### src/sv/address_threshold_blocker_unit_assert.svh
// assertion macros for the address threshold blocker
`ifndef ADDRESS_THRESHOLD_BLOCKER_UNIT_ASSERT_SVH
`define ADDRESS_THRESHOLD_BLOCKER_UNIT_ASSERT_SVH

// same-cycle implication, disabled in reset
`define ATB_ASSERT_SAME(label, ante, cons) \
    label: assert property (@(posedge clk) disable iff (!rst_n) (ante) |-> (cons)) \
        else $error("assertion failed: same-cycle check");

// next-cycle implication, disabled in reset
`define ATB_ASSERT_NEXT(label, ante, cons) \
    label: assert property (@(posedge clk) disable iff (!rst_n) (ante) |=> (cons)) \
        else $error("assertion failed: next-cycle check");

`endif

### src/sv/atb_pkg.sv
`default_nettype none
package atb_pkg;

    localparam int TABLE_DEPTH = 1024;
    localparam int IDX_W       = (TABLE_DEPTH > 1) ? $clog2(TABLE_DEPTH) : 1;
    localparam int CNT_W       = $clog2(TABLE_DEPTH + 1);
    localparam logic [CNT_W-1:0] DEPTH_CNT = CNT_W'(TABLE_DEPTH);

    // commands
    localparam logic CMD_LOG   = 1'b0;
    localparam logic CMD_CHECK = 1'b1;

    // event classes
    localparam logic [2:0] EV_OTHER     = 3'd0;
    localparam logic [2:0] EV_AUTH_FAIL = 3'd1;
    localparam logic [2:0] EV_ATTACK    = 3'd2;
    localparam logic [2:0] EV_INJECTION = 3'd3;
    localparam logic [2:0] EV_TRAVERSAL = 3'd4;
    localparam logic [2:0] EV_DOS       = 3'd5;

    // register indexes
    localparam int CFG_IDX_W = 3;
    localparam logic [CFG_IDX_W-1:0] REG_WINDOW       = 3'd0;
    localparam logic [CFG_IDX_W-1:0] REG_AUTH_LIMIT   = 3'd1;
    localparam logic [CFG_IDX_W-1:0] REG_ATTACK_LIMIT = 3'd2;
    localparam logic [CFG_IDX_W-1:0] REG_DOS_LIMIT    = 3'd3;
    localparam logic [CFG_IDX_W-1:0] REG_ALERTS_EN    = 3'd4;
    localparam logic [CFG_IDX_W-1:0] REG_SEV_MIN      = 3'd5;

    typedef struct packed {
        logic        cmd;
        logic [2:0]  event_type;
        logic [2:0]  severity;
        logic [31:0] source_address;
        logic [31:0] now_seconds;
    } in_item_t;

    typedef struct packed {
        logic        allowed;
        logic        newly_blocked;
        logic        alert_raised;
        logic        table_full;
        logic [31:0] logged_count;
        logic [31:0] alerted_count;
        logic [31:0] addresses_blocked;
    } result_t;

    typedef struct packed {
        logic [31:0] window_seconds;
        logic [31:0] auth_fail_limit;
        logic [31:0] attack_limit;
        logic [31:0] dos_limit;
        logic        alerts_enabled;
        logic [2:0]  alert_severity_min;
    } cfg_t;

    // per-entry record kept in the record ram
    typedef struct packed {
        logic [31:0] auth_fail_count;
        logic [31:0] attack_count;
        logic [31:0] dos_count;
        logic [31:0] origin_time;
        logic        blocked_mark;
    } rec_t;

    typedef struct packed {
        logic allowed;
        logic newly_blocked;
        logic alert_raised;
    } upd_flags_t;

    typedef enum logic [1:0] {
        ST_IDLE,
        ST_SEARCH,
        ST_FINISH
    } state_t;

endpackage
`default_nettype wire

### src/sv/atb_cfg_regs.sv
`default_nettype none
module atb_cfg_regs (
    input  wire logic                              clk,
    input  wire logic                              rst_n,
    input  wire logic                              cfg_we,
    input  wire logic [atb_pkg::CFG_IDX_W-1:0]     cfg_index,
    input  wire logic [31:0]                       cfg_wdata,
    output atb_pkg::cfg_t                          cfg
);

    atb_pkg::cfg_t cfg_reg;

    always_ff @(posedge clk or negedge rst_n)
    begin
        if (!rst_n)
        begin
            cfg_reg.window_seconds     <= 32'd300;
            cfg_reg.auth_fail_limit    <= 32'd5;
            cfg_reg.attack_limit       <= 32'd3;
            cfg_reg.dos_limit          <= 32'd10;
            cfg_reg.alerts_enabled     <= 1'b0;
            cfg_reg.alert_severity_min <= 3'd2;
        end
        else if (cfg_we)
        begin
            unique case (cfg_index)
                atb_pkg::REG_WINDOW:       cfg_reg.window_seconds     <= cfg_wdata;
                atb_pkg::REG_AUTH_LIMIT:   cfg_reg.auth_fail_limit    <= cfg_wdata;
                atb_pkg::REG_ATTACK_LIMIT: cfg_reg.attack_limit       <= cfg_wdata;
                atb_pkg::REG_DOS_LIMIT:    cfg_reg.dos_limit          <= cfg_wdata;
                atb_pkg::REG_ALERTS_EN:    cfg_reg.alerts_enabled     <= cfg_wdata[0];
                atb_pkg::REG_SEV_MIN:      cfg_reg.alert_severity_min <= cfg_wdata[2:0];
                default:                   ; // unmapped index, dropped
            endcase
        end
    end

    assign cfg = cfg_reg;

endmodule
`default_nettype wire

### config.mk
export PLATFORM = sky130hd
export DESIGN_NAME = atb_cfg_regs
export DESIGN_NICKNAME = d
export VERILOG_FILES = /design/src/sv/address_threshold_blocker_unit_assert.svh /design/src/sv/atb_pkg.sv /design/src/sv/atb_cfg_regs.sv
export SDC_FILE = /design/constraint.sdc
export NUM_CORES = 1
export LEC_CHECK = 0
export ABC_AREA = 1
export ABC_CLOCK_PERIOD_IN_PS = 1300
export BUFFER_PORTS_ARGS = -buffer_cell sky130_fd_sc_hd__buf_4
export CORE_MARGIN = 10
export CORE_UTILIZATION = 55
export CTS_BUF_LIST = sky130_fd_sc_hd__clkbuf_4 sky130_fd_sc_hd__clkbuf_8 sky130_fd_sc_hd__clkbuf_16
export DETAILED_ROUTE_END_ITERATION = 12
export PLACE_DENSITY = 0.89
export SLEW_MARGIN = 15
export SYNTH_ARGS = -nofsm -noshare
export SYNTH_HDL_FRONTEND = slang
export SYNTH_SLANG_ARGS = --single-unit
### constraint.sdc
create_clock -name clk -period 1.3 [get_ports clk]
set_clock_uncertainty 0.1 [all_clocks]
set_input_delay 0.065 -clock clk [delete_from_list [all_inputs] [get_ports clk]]
set_output_delay 0.065 -clock clk [all_outputs]
set_load 0.05 [all_outputs]
# After elaboration in Yosys (flattened, before gate mapping)
# Cells that the tools add are included.
[op_classes]
add_sub_neg = 0
n_mul = 0
n_div = 0
order_cmp = 0
n_eq_ne = 5
n_shift = 0
n_mux = 0
bitwise_logic = 0
n_reduce_logical = 7
[op_table]
columns = ["op", "count"]
rows = [
  ["$reduce_and A2 Y1", 6],
  ["$eq A3 B2 Y1 const B", 2],
  ["$eq A3 B3 Y1 const B", 2],
  ["$eq A3 B1 Y1 const B", 1],
  ["$logic_not A3 Y1", 1],
]
[totals]
register_bits = 132
latch_bits = 0
ram_bits = 0
mem_bits_ro = 0
out_inout_bits = 132
elab_cells = 18
n_memories = 0

# Longest topological paths before layout
[depth]
depth_word = 2
depth_mapped = 6

# Worst setup path after synthesis
# No wires, ideal clock.
[synth_path]
kind = "register to register"
start = "register cfg[1] (netlist name)"
end = "register cfg_reg, in the netlist cfg[1]"
arrival_ps = 808
t_required_ps = 1140
path_slack_ps = 331
path_stages_with_launch = 3
path_buffers = 0
period_less_slack_ps = 969
cell_sequence = "dfstp_2 > nand2_1 > nand2_1"
[synth_lines]
columns = ["item", "line_no", "text"]
rows = [
  ["to (decl)", "atb_cfg_regs.sv:11", "atb_pkg::cfg_t cfg_reg;"],
]

# Worst setup path in the final report
[layout_path]
start = "input port cfg_index[0] (netlist name)"
end = "register cfg_reg, in the netlist cfg[0]"
[layout_between]
elab_chain_len = 2
[layout_rtl]
columns = ["item", "line_no", "text"]
rows = [
  ["from (decl)", "atb_cfg_regs.sv:6", "input wire logic [atb_pkg::CFG_IDX_W-1:0] cfg_index,"],
  ["$eq A3 B3 Y1", "atb_cfg_regs.sv:26", "unique case (cfg_index)"],
  ["$reduce_and A2 Y1 (no line)", "n/a", ""],
]
# Every way passes these cells.
# A chain may end at the register's enable or synchronous reset.

==> summary.md <==
| Metric | Value |
|---|---|
| Status | complete, but fails checks |
| Failing checks | hold timing, setup timing |
| Hold path start | cfg_index[1] |
| CTS tree | yes |
| Post-synthesis cell type count | 15 |
| Crit Reg-Reg Endpoint | cfg[7] |
| Top cell type's share of synthesized area | 0.567 |
| Mapped Avg Cell Area | 9.14 µm² |
| Maximum clock path buffer count | 2 |
| Clock-pin slew on the worst setup and hold paths | 0.06 ns |
| Actual transition at the worst max-transition pin | 0.401 ns |
| # diodes | 0 |
| Final min period | 1.46 ns |
| Area Overhead vs Synth | 48.9% |
| Critical Setup Path Class | primary input to flip-flop |
| Final-report max-slew violation count | 0 |
| Flop2flop setup slack | 0.32 ns |
| Rel. slew slack | 0.733 |
| Crit. End Element | flip-flop |
| H-tree levels | 4 |
| Initial Util | 0.572 |
| RSZ-0062 raised after global routing | true |
| Clock Latency Late Sink | 0.52 ns |
| ANT nets after route | 0 |
| Placement Setup Slack | 0.123 ns |
| Reg area | 3320 µm² |
| Crit path max fanout | 4 |
| Die area | 14000 µm² |
| Vias | 5245 |
| Worst Hold Margin | -0.164 ns |
| Via-per-instance ratio | 5.56 |
| Layout cells sized above 1 | 0.302 |
| First-pass GRT wire length | 29700 µm |
| Multi-input logic area | 1740 µm² |
| Max-cap viol count | 0 |
| Yosys warnings | 0 |
| XOR/XNOR Fraction of Synth Area | 0 |
| FMAX | 686 MHz |
| GP Congestion | 0.912 |
| Final hold vios | 2 |
| Hold worst-path end | cfg[3] |
| Post-synthesis compound-gate area fraction | 0 |
| Synthesized Nets | 622 |
| Port buffer count | 169 |
| R2R Path Start | cfg[7] |
| Initial DRC count | 575 |
| Nets | 839 |
| CTS Buf Count | 17 |
| Vias in the first global route | 5378 |
| CP Launch Type | primary input |
| TritonRoute pass-1 iters | 7 |
| Fill count | 454 |
| Hold Path Class | primary input to flip-flop |
| Tot Pwr | 16100 µW |
| Routed wire length | 19300 µm |
| Cell chosen for the clock root | clkbuf_8 |
| Synth top area cells | dfrtp_1 57%, nand2_1 22%, nand3_1 9.1% |
| Syn Inst Count | 584 |
| Mux cell area share after synthesis | 0 |
| Post-DP HPWL | 11600 µm |
| Hold Path Depth | 4 |
| Tcrit/Tclk final | 1.12 |
| CP arrival | 1.80 ns |
| Critical Path RT | 1.65 ns |
| Pin count of the biggest net entering global routing | 47 |
| Final worst slack | -0.158 ns |
| Tot GR Track Use | 0.263 |
| Simple-gate share of the synthesized area | 0.323 |
| Dominant cell type by area after synthesis | dfrtp_1 |
| Leakage | 0.00430 µW |
| Post-synthesis sequential area ratio | 0.621 |
| Peak supply drop | 0.00119 V |
| Adder-Cell Fraction of Synth Area | 0 |
| # rows | 35 |
| Initial antenna violation count | 0 |
| PwrDens | 2030 nW/µm² |
| Chip Width | 119 µm |
| Final setup viols | 13 |
| Drt drc | 0 |
| #FFs+latches synth | 132 |
| Synthesized area | 5340 µm² |
| Largest family of logic cells by synthesized area | simple AND/OR/NAND/NOR gates |
| Remaining Overflow, GRT | 0 |
| # clock sinks | 132 |
| Core Footprint | 9330 µm² |
| Largest register FFs | 132 |
| Reg2reg path depth | 3 |
| Die Height | 119 µm |
| # IOs | 170 |
| Routed WL per cell | 20.5 µm |
-- power by group --
part	internal (µW)	total (µW)	switching, µW
sequential	4930	5510	579
clock	3020	4840	1820
combinational	1720	5780	4070
total	9670	16100	6460
-- through the flow --
step	util	TNS [ns]	area (µm²)	cells
final	0.852	-1.22	7950	943
after global routing	0.852	-1.62	7950	943
after CTS	0.836	-1.27	7800	940
after detailed placement	0.718	0	6690	867
after global placement	0.718	0	6690	867
after floorplan	-	0	5340	584
-- cell usage in the layout, fill, tap and decap left out --
master and n:
clkinvlp_4 2, buf_12 4, dfrtp_1 121, nand3_1 97, buf_8 11, buf_6 32, dfstp_2 11, nor2_8 1
inv_1 2, bufinv_16 3, clkbuf_16 16, buf_4 141, clkbuf_8 3, nand2_4 1, nand2_2 3, nor2_4 5
clkinv_4 5, clkinv_2 2, clkbuf_4 2, nand2_1 305, inv_2 4, dlygate4sd3_1 43
-- timing repair --
action                     CTS  global route
setup endpoints to repair   14           128
hold endpoints to repair   264             3
hold buffers                41             4
cloned                       0             0
setup buffers                0             1
gates resized for setup     25            33
-- worst max path at each step --
stage          endpoint  cells after the start          from  slack (ns)
6_report         cfg[0]                      7  cfg_index[0]       -0.16
4_1_cts         cfg[70]                      1       cfg[70]       -0.11
2_1_floorplan    cfg[1]                      2        cfg[1]        0.33
3_5_place_dp   cfg[111]                      5  cfg_index[2]        0.12
5_1_grt          cfg[0]                      7  cfg_index[0]       -0.18
3_3_place_gp   cfg[101]                      5  cfg_index[2]        0.19
-- cells in the mapped netlist (all sizes together) --
| library cell | count |
|---|---|
| nand2 | 309 |
| nand3 | 97 |
| nor2 | 6 |
| inv | 6 |
| dfrtp | 121 |
| dfstp | 11 |
| buf | 34 |
-- cell type report --
class,instances,area share
Inverter,6,0.00283
Clock buffer,20,0.0557
Timing Repair Buffer,232,0.265
Clock inverter,12,0.0200
Tap cell,129,0.0203
Multi-Input combinational cell,412,0.219
Sequential cell,132,0.417
-- worst max-delay path: stages --
cell	delay [ns]
buf_4	0.10
dlygate4sd3_1	0.63
nand2_1	0.12
nor2_4	0.12
nand2_1	0.08
dlygate4sd3_1	0.58
nand2_1	0.10
-- layer usage --
metal | GRT usage | wire (µm)
met5 | 0 | 0
met4 | 0.121 | 874
met3 | 0.0647 | 1770
met2 | 0.445 | 9920
met1 | 0.308 | 6730
-- cells by family after synthesis --
group                  Yosys count
buffers and inverters           40
AND/OR/NAND/NOR                412
flip-flops                     132
Power figures use the tool's default switching activity.
