==> src/sv/address_threshold_blocker_unit_assert.svh <==
// assertion macros for the address threshold blocker
`ifndef ADDRESS_THRESHOLD_BLOCKER_UNIT_ASSERT_SVH
`define ADDRESS_THRESHOLD_BLOCKER_UNIT_ASSERT_SVH

// same-cycle implication, disabled in reset
`define ATB_ASSERT_SAME(label, ante, cons) \
    label: assert property (@(posedge clk) disable iff (!rst_n) (ante) |-> (cons)) \
        else $error("assertion failed: same-cycle check");

// next-cycle implication, disabled in reset
`define ATB_ASSERT_NEXT(label, ante, cons) \
    label: assert property (@(posedge clk) disable iff (!rst_n) (ante) |=> (cons)) \
        else $error("assertion failed: next-cycle check");

`endif

==> src/sv/atb_pkg.sv <==
`default_nettype none
package atb_pkg;

    localparam int TABLE_DEPTH = 1024;
    localparam int IDX_W       = (TABLE_DEPTH > 1) ? $clog2(TABLE_DEPTH) : 1;
    localparam int CNT_W       = $clog2(TABLE_DEPTH + 1);
    localparam logic [CNT_W-1:0] DEPTH_CNT = CNT_W'(TABLE_DEPTH);

    // commands
    localparam logic CMD_LOG   = 1'b0;
    localparam logic CMD_CHECK = 1'b1;

    // event classes
    localparam logic [2:0] EV_OTHER     = 3'd0;
    localparam logic [2:0] EV_AUTH_FAIL = 3'd1;
    localparam logic [2:0] EV_ATTACK    = 3'd2;
    localparam logic [2:0] EV_INJECTION = 3'd3;
    localparam logic [2:0] EV_TRAVERSAL = 3'd4;
    localparam logic [2:0] EV_DOS       = 3'd5;

    // register indexes
    localparam int CFG_IDX_W = 3;
    localparam logic [CFG_IDX_W-1:0] REG_WINDOW       = 3'd0;
    localparam logic [CFG_IDX_W-1:0] REG_AUTH_LIMIT   = 3'd1;
    localparam logic [CFG_IDX_W-1:0] REG_ATTACK_LIMIT = 3'd2;
    localparam logic [CFG_IDX_W-1:0] REG_DOS_LIMIT    = 3'd3;
    localparam logic [CFG_IDX_W-1:0] REG_ALERTS_EN    = 3'd4;
    localparam logic [CFG_IDX_W-1:0] REG_SEV_MIN      = 3'd5;

    typedef struct packed {
        logic        cmd;
        logic [2:0]  event_type;
        logic [2:0]  severity;
        logic [31:0] source_address;
        logic [31:0] now_seconds;
    } in_item_t;

    typedef struct packed {
        logic        allowed;
        logic        newly_blocked;
        logic        alert_raised;
        logic        table_full;
        logic [31:0] logged_count;
        logic [31:0] alerted_count;
        logic [31:0] addresses_blocked;
    } result_t;

    typedef struct packed {
        logic [31:0] window_seconds;
        logic [31:0] auth_fail_limit;
        logic [31:0] attack_limit;
        logic [31:0] dos_limit;
        logic        alerts_enabled;
        logic [2:0]  alert_severity_min;
    } cfg_t;

    // per-entry record kept in the record ram
    typedef struct packed {
        logic [31:0] auth_fail_count;
        logic [31:0] attack_count;
        logic [31:0] dos_count;
        logic [31:0] origin_time;
        logic        blocked_mark;
    } rec_t;

    typedef struct packed {
        logic allowed;
        logic newly_blocked;
        logic alert_raised;
    } upd_flags_t;

    typedef enum logic [1:0] {
        ST_IDLE,
        ST_SEARCH,
        ST_FINISH
    } state_t;

endpackage
`default_nettype wire

==> src/sv/atb_update.sv <==
`default_nettype none
module atb_update (
    input  wire atb_pkg::in_item_t item,
    input  wire atb_pkg::cfg_t     cfg,
    input  wire atb_pkg::rec_t     rec_cur,
    input  wire logic              rec_valid,
    output atb_pkg::rec_t          rec_new,
    output atb_pkg::upd_flags_t    flags
);

    logic        is_log;
    logic        is_attack;
    logic [32:0] win_end;
    logic        in_window;
    logic        limit_hit;
    logic        newly;

    function automatic logic [31:0] sat_inc(input logic [31:0] v);
        return (v == 32'hFFFF_FFFF) ? v : v + 32'd1;
    endfunction

    always_comb
    begin
        is_log    = (item.cmd == atb_pkg::CMD_LOG);
        is_attack = (item.event_type == atb_pkg::EV_ATTACK) ||
                    (item.event_type == atb_pkg::EV_INJECTION) ||
                    (item.event_type == atb_pkg::EV_TRAVERSAL);

        rec_new = rec_cur;
        if (is_log)
        begin
            if (item.event_type == atb_pkg::EV_AUTH_FAIL)
            begin
                rec_new.auth_fail_count = sat_inc(rec_cur.auth_fail_count);
            end
            if (is_attack)
            begin
                rec_new.attack_count = sat_inc(rec_cur.attack_count);
            end
            if (item.event_type == atb_pkg::EV_DOS)
            begin
                rec_new.dos_count = sat_inc(rec_cur.dos_count);
            end
        end

        // origin > now - window, kept exact as origin + window > now
        win_end   = {1'b0, rec_cur.origin_time} + {1'b0, cfg.window_seconds};
        in_window = win_end > {1'b0, item.now_seconds};
        limit_hit = (rec_new.auth_fail_count >= cfg.auth_fail_limit) ||
                    (rec_new.attack_count >= cfg.attack_limit) ||
                    (rec_new.dos_count >= cfg.dos_limit);

        newly = is_log && rec_valid && !rec_cur.blocked_mark && in_window && limit_hit;
        rec_new.blocked_mark = rec_cur.blocked_mark | newly;

        flags.newly_blocked = newly;
        flags.allowed       = !(rec_valid && rec_new.blocked_mark);
        flags.alert_raised  = is_log && cfg.alerts_enabled &&
                              (item.severity >= cfg.alert_severity_min);
    end

endmodule
`default_nettype wire

==> config.mk <==
export PLATFORM = sky130hd
export DESIGN_NAME = atb_update
export DESIGN_NICKNAME = d
export VERILOG_FILES = /design/src/sv/address_threshold_blocker_unit_assert.svh /design/src/sv/atb_pkg.sv /design/src/sv/atb_update.sv
export SDC_FILE = /design/constraint.sdc
export NUM_CORES = 1
export LEC_CHECK = 0
export BUFFER_PORTS_ARGS = -buffer_cell sky130_fd_sc_hd__buf_2
export CAP_MARGIN = 20
export CELL_PAD_IN_SITES_DETAIL_PLACEMENT = 0
export CELL_PAD_IN_SITES_GLOBAL_PLACEMENT = 1
export CORE_AREA = 2 2 179 181
export DETAILED_ROUTE_END_ITERATION = 7
export DIE_AREA = 0 0 181 183
export GPL_TIMING_DRIVEN = 0
export PLACE_DENSITY = 0.78
export RECOVER_POWER = 50
export SKIP_LAST_GASP = 1
export SYNTH_ARGS = -nofsm -noshare
export SYNTH_HDL_FRONTEND = slang
export SYNTH_SLANG_ARGS = --single-unit
==> constraint.sdc <==
create_clock -name vclk -period 8.9
set_clock_uncertainty 0.2 [all_clocks]
set_input_delay 0.89 -clock vclk [all_inputs]
set_output_delay 0.89 -clock vclk [all_outputs]
set_load 0.05 [all_outputs]
### After elaboration in Yosys (flattened, before gate mapping)

Index checks and enable logic that the tools add are counted.

* order comparisons: 5
* reduce and logical (&&, ||, !) cells: 13
* eq/ne operators: 8
* bitwise gates (word level): 2
* mux-type cells: 7
* add/sub/neg operators: 4

Operators by type and width (count)
* 32-bit 2-to-1 mux: 6
* 32-bit by 1-bit adder with 32-bit output (second input constant): 3
* 32-bit == test (second input constant): 3
* 32-bit >= comparator: 3
* 96-bit 2-to-1 mux: 1
* 32-bit by 32-bit adder with 33-bit output: 1
* 33-bit by 32-bit > comparator with 1-bit output: 1
* 1-bit logical AND: 7
* 3-bit by 2-bit == test with 1-bit output (second input constant): 2
* 3-bit == test (second input constant): 2
* 1-bit logical OR: 4
* 3-bit by 1-bit == test with 1-bit output (second input constant): 1
* 3-bit >= comparator: 1
* 1-bit zero test: 2
* 1-bit inverter: 1
* 1-bit OR: 1

* bits in registers: 0
* logic and storage cells: 39

### Longest topological paths before layout

Gate-level depths: netlist (run 1).

* word-level depth: 12
* depth in mapped cells: 19

### Worst setup path after synthesis (run 1)

No wires, ideal clock.

* path type: input-to-output
* start: in rec_cur[74] in the netlist's numbering
* end: out flags[2] in the netlist's numbering
* required time: 7.810 ns
* setup slack: 2.442 ns
* arrival: 5.368 ns
* buffers on the path: 1
* stages on the path: 16
* cell sequence: and4_4 and4_4 and4_4 buf_6 a2111oi_4 nand2_2 or3_1 xnor2_1 ha_1 nand4_1 nor3_1 a22oi_1 o2111ai_1 nor3_1 o211ai_1 o211ai_1

RTL lines
* start, declared: line atb_update.sv:5 `input wire atb_pkg::rec_t rec_cur,`
* end, declared: line atb_update.sv:8 `output atb_pkg::upd_flags_t flags`

### Final worst setup path (run 1)

* start: in rec_cur[74] in the netlist's numbering
* end: out flags[1] in the netlist's numbering

* cells in the longest elaborated chain, start to end: 8
* elaborated cells on any way between the ends: 9
* classes of those cells: add/sub: 1; order compare: 1; eq/ne: 1; mux: 3; reduce/logical: 3

RTL lines
* 32-bit by 1-bit adder with 32-bit output or 32-bit == test (tied branches): line atb_update.sv:19 `return (v == 32'hFFFF_FFFF) ? v : v + 32'd1;`
* 32-bit 2-to-1 mux: line atb_update.sv:19
* 32-bit 2-to-1 mux: line atb_update.sv:36 `if (is_attack)`
* 96-bit 2-to-1 mux (*): line atb_update.sv:30 `if (is_log)`
* 32-bit >= comparator (*): line atb_update.sv:50 `(rec_new.attack_count >= cfg.attack_limit) ||`
* 1-bit logical OR (*): line atb_update.sv:49 `limit_hit = (rec_new.auth_fail_count >= cfg.auth_fail_limit) ||`
* 1-bit logical OR (*): line atb_update.sv:50
* 1-bit logical AND (*): line atb_update.sv:53 `newly = is_log && rec_valid && !rec_cur.blocked_mark && in_window && limit_hit;`

Mark *: on every way between the ends. The rest lies on a longest branch, timed or not.

==> flow_summary.ini, run 1 <==
[route]
drt-met1-wl_um = 13170
drc_errors = 0
maxUsedRoutingLayer = met5
drt_iter0_markers = 313
vias = 8994
ant_nets = 0
wl_per_cell_um = 16.13
drt-pass1-iter-count = 5
vias_per_cell = 4.764
route.met2.wl_um = 14810
routed-wl-met3_um = 1774
wirelength_um = 30460

[worst_setup_path]
crit_path_start_kind = input pin
crit_type = in2out
crit_fanout = 10
cp-end-kind = output port
cp.required_ps = 7810
worstPathArrival_ps = 5900

[timing]
grt_setup_unrepaired = false
fmax_mhz = 143.0
finalSetupViolCount = 0
setup_ws_ps = 1909
final_max_slew_viol_count = 0
hold_viol = 0
timing.hold.ws_ps = 1962
min_period_ps = 6991
relSlewSlack_pct = 50.75
fin_crit_sh_pct = 78.55
setup-tns-final_ps = 0
tightestPinTransition_ps = 738.7

[global_route]
grt_pass1_vias = 8777
grt_pass1_wl_um = 45860
grt_usage_pct = 17.18
grt_max_degree = 11
grt_overflow = 0
antenna_found_initial = 6

[place]
numPortBuffers = 433
gp_congestion = 0.9105
placed_cell_area_um2 = 9918
hpwl_um = 28060
pre_cts_ws_ps = 1856

[power_and_ir_drop]
ir_drop_mv = 0.03303
switchingPower_mw = 0.3841
seq_power_share_pct = 0
power.density_nw_per_um2 = 62.02
p_leak_nw = 5.235
intPower_mw = 0.2263
power_frac_comb_pct = 100.0
clkPwrFrac_pct = 0
netSwitchingFraction_pct = 62.93

[cts]
cts_setup_buffers = 0
post_cts_resized = 0
holdBufCountCts = 0

[yosys]
ys_warn_count = 0
netlist_instances = 1050
synth_cell_types = 59
synth_fp_nets = 1550
avgSynthCellArea_um2 = 6.898
synth_top_area_share_pct = 28.68
synth_top_area_cell = ha_1
synth_area_leaders = ha_1 (29%), xnor2_1 (10%), inv_1 (7.8%)
synth_area_um2 = 7243
seq_area_frac_synth_pct = 0

[floorplan]
io_pins = 465
core-area_um2 = 31230
initial_core_util_pct = 23.19
die_h_um = 183
die_x_um = 181
die_area_um2 = 33120
fp-row-count = 65

[final_layout]
seqCellArea_um2 = 0
drive_gt1_share_pct = 28.10
layout.nets = 1986
seq_cell_count = 0
syn2layout_area_growth_pct = 35.88
final.clkbuf_count = 0
n_fill_cell = 3545
stdcell_area_um2 = 9842

[worst_hold_path]
hold_class = in2out

[run]
cap_viol_max_count = 0

[status]
status = finished, final reports clean
## final timing paths
path        start  endpoint  cells past startpoint
max   rec_cur[74]  flags[1]                     19
min     rec_valid  flags[2]                      3
## area by class of cell
cell class / count / area, um2 / area share (%)
multi-input cells: 855 / 6379 / 64.81
inverters: 150 / 563.0 / 5.721
repair buffers: 434 / 2091 / 21.24
diodes: 2 / 5.005 / 0.05085
well taps: 402 / 503.0 / 5.111
plain buffers: 45 / 301.5 / 3.064
## power groups by stage
stage	logic (mW)	clock network, mW	registers [mW]
2_1_floorplan	0.410	0	0
3_3_place_gp	0.606	0	0
3_5_place_dp	0.613	0	0
4_1_cts	0.617	0	0
5_1_grt	0.677	0	0
6_report	0.610	0.0000000302	0
## Yosys cell counts, types with 3 or more instances
master and instances:
and4_4 3, ha_1 166, or3_1 3, nand3_1 53
xor2_1 31, inv_1 150, nor3_1 25, a21o_1 22
nand2_1 80, a2111oi_0 4, clkbuf_1 10, nor4_1 8
a41oi_1 4, mux2_2 4, xnor2_1 84, o211ai_1 15
a31oi_1 3, o2111ai_1 4, a211oi_1 8, a21oi_1 76
o21a_1 9, and3_1 25, and2_1 6, o21bai_1 3
and4_1 13, nand4_1 51, nor2_1 63, nand2b_1 13
nor2b_1 5, o21ai_0 37, buf_4 33
## per-layer routing
metal  vias to the layer above  global-route usage (%)
li1                       4600                       -
met1                      4019                   21.12
met2                       327                   31.94
met3                        46                   2.462
met4                         2                   3.187
met5                         -                       0
## critical path, cell delays in order
cell and delay [ps]:
buf_2 130, and4_4 210, and4_4 200, and4_4 190
buf_6 140, a2111oi_4 630, nand2_2 180, or3_1 350
xnor2_1 190, ha_1 320, nand4_1 190, nor4_1 640
o211ai_1 210, o2111ai_1 250, nor3_1 140, o211ai_1 420
and4b_1 270, buf_4 100, buf_2 240
## placed cells by master (no fill, tap or decap), drive strengths merged, types with 4 or more instances in the layout
cell type,count
inv,150
and3,25
a2111oi,5
nand3,53
o2111ai,4
nor2b,5
buf,404
nand2b,13
and4,16
o21ai,37
nand2,81
a41oi,4
nor4,9
a21o,22
and2,6
o21a,9
nand4,51
o211ai,15
nor2,63
clkbuf,75
ha,166
a21oi,76
a211oi,8
xor2,31
mux2,4
nor3,25
xnor2,84
## kinds of logic (layout without fill, tap and decap cells)
group	Yosys count	after routing	share of synthesized area (%)
mux	5	5	0.7600
other cells	0	2	0
fa+ha+maj	167	167	28.95
compound gates	211	211	18.83
simple gates	357	357	25.62
buf+inv	195	629	11.94
xor+xnor	115	115	13.91
## metrics by stage
stage	utilization, %	std cells	power [mW]
floorplan	-	1050	0.4099
global placement	31.74	1885	0.6056
detailed placement	31.76	1886	0.6126
CTS	31.76	1886	0.6169
global route	31.50	1886	0.6766
finish	31.51	1888	0.6104
No activity file was read; power rests on OpenSTA's default activity.
==> run 2, diff against run 1 <==
ABC_AREA = 1   (was default)
CORE_AREA = 2 2 186 188   (was 2 2 179 181)
DIE_AREA = 0 0 188 190   (was 0 0 181 183)
PLACE_DENSITY = 0.8   (was 0.78)
clock period = 6.6 ns   (was 8.9 ns; I/O delays follow)
==> run 2 against run 1 <==
Synthesized area increased by 15%. Critical endpoint is now flags[2]. Synthesized cell count increased by 35%. Utilization increased by 0.91 points. Setup slack got worse by 1100 ps.
==> flow_summary.ini, run 2 <==
[floorplan]
die_area_um2 = 35720
die_h_um = 190
io_pins = 465
die_x_um = 188
core-area_um2 = 33950
initial_core_util_pct = 24.63
fp-row-count = 68

[worst_setup_path]
crit_fanout = 10
cp-end-kind = output port
crit_type = in2out
worstPathArrival_ps = 4930
endpoint = flags[2]
crit_path_start_kind = input pin
cp.required_ps = 5740
critPathLaunch = rec_cur[97]

[route]
vias_per_cell = 4.509
wl_per_cell_um = 14.42
wirelength_um = 33300
ant_nets = 0
drt-pass1-iter-count = 5
drc_errors = 0
vias = 10410
drt_iter0_markers = 406

[timing]
final_max_slew_viol_count = 0
finalSetupViolCount = 0
setup_ws_ps = 808.3
tightestPinTransition_ps = 759.3
min_period_ps = 5792
relSlewSlack_pct = 48.99
fin_crit_sh_pct = 87.75
grt_setup_unrepaired = false
fmax_mhz = 172.7
setup-tns-final_ps = 0
hold_viol = 0

[yosys]
seq_area_frac_synth_pct = 0
yosysMostFrequentCell = nand2_1
synth_top_area_share_pct = 24.84
synth_fp_nets = 1917
synth_area_leaders = ha_1 (25%), nand2_1 (14%), inv_1 (12%)
ys_warn_count = 0
synth_cell_types = 49
avgSynthCellArea_um2 = 5.900
synth_commonest_cells = nand2_1 (312), inv_1 (259), ha_1 (166), nor2_1 (144), a21oi_1 (103)
netlist_instances = 1417
synth_area_um2 = 8361
synth_top_area_cell = ha_1

[place]
placed_cell_area_um2 = 11100
hpwl_um = 30870
numPortBuffers = 433
gp_congestion = 0.9263
pre_cts_ws_ps = 1017

[power_and_ir_drop]
p_total_mw = 0.9056
power.density_nw_per_um2 = 82.28
ir_drop_mv = 0.04022
p_leak_nw = 6.309

[final_layout]
seq_cell_count = 0
drive_gt1_share_pct = 24.81
final.clkbuf_count = 0
seqCellArea_um2 = 0
stdcell_area_um2 = 11010
mostFrequentLayoutCell = buf_2
layout.nets = 2352
syn2layout_area_growth_pct = 31.65
final_cell_mix = buf_2 (370), nand2_1 (314), inv_1 (259)

[global_route]
antenna_found_initial = 6
grt_max_degree = 11
grt_usage_pct = 17.56
grt_pass1_vias = 10340
grt_overflow = 0
grt_pass1_wl_um = 51380

[cts]
holdBufCountCts = 0
cts_setup_buffers = 0
post_cts_resized = 0

[worst_hold_path]
hold_class = in2out
min_from = rec_valid

[status]
status = finished, final reports clean

[run]
cap_viol_max_count = 0
[run 2: cell types whose count changed after synthesis, moves of 14 or more]
| cell | change |
|---|---|
| xnor2_1 | -38 |
| xor2_1 | +35 |
| a21o_1 | -16 |
| a21oi_1 | +27 |
| nor2_1 | +81 |
| nand4_1 | -14 |
| nand2_1 | +232 |
| inv_1 | +109 |
| and3_1 | -23 |
[run 2: critical path: stages]
cell and delay, ps:
buf_2 130, ha_1 170, nand2_1 80, nor2_4 160
nand4_2 150, nor3_1 620, nand4_2 180, nand2_1 190
inv_2 80, buf_6 150, nand2_1 70, xnor2_1 180
ha_1 310, nand2_1 60, inv_1 30, o21ai_0 140
nand2_1 90, a21oi_1 270, nand2_1 90, nand2_1 60
nand3_1 140, nor2_1 290, nand2_1 90, nand3_1 140
nand2_1 80, nand2_1 50, buf_2 250
[run 2: layer usage]
layer / vias up / wire length [um] / GRT usage [%]
li1: 5443 / - / -
met1: 4570 / 13850 / 20.49
met2: 355 / 16630 / 33.92
met3: 40 / 2077 / 2.472
met4: 4 / 710 / 3.331
met5: - / 30 / 0
[run 2: power by group]
group          internal (mW)  switching (mW)
Clock           0.0000000811               0
Combinational          0.312           0.594
Sequential                 0               0
[run 2: how the worst min path moves through the flow]
stage / end / slack [ps] / depth (start not counted)
3_3_place_gp: flags[2] / 1470 / 3
3_5_place_dp: flags[2] / 1470 / 3
2_1_floorplan: rec_new[10] / 1290 / 1
6_report: flags[2] / 1460 / 3
4_1_cts: flags[2] / 1470 / 3
5_1_grt: flags[2] / 1490 / 3
[run 2: final cells by class]
class,instances,area [um2]
Buffer,38,296.5
Multi-Input combinational cell,1113,7044
Antenna cell,4,10.01
Timing Repair Buffer,433,2088
Tap cell,455,569.3
Fill cell,3908,22940
Inverter,266,998.5
[run 2: metrics by stage]
step           util, %  cells  hold slack [ps]
3_5_place_dp     32.69   2305             1471
5_1_grt          32.40   2306             1485
3_3_place_gp     32.69   2305             1472
2_1_floorplan        -   1417             1287
4_1_cts          32.69   2305             1471
6_report         32.42   2309             1465
[run 2: cell families (layout without fill, tap and decap cells)]
group / count (synthesis) / count (layout) / share of synthesized area [%]
other cells: 0 / 4 / 0
buf+inv: 304 / 737 / 15.49
simple gates: 652 / 652 / 35.45
xor+xnor: 115 / 115 / 12.32
compound gates: 179 / 179 / 11.66
fa+ha+maj: 167 / 167 / 25.08
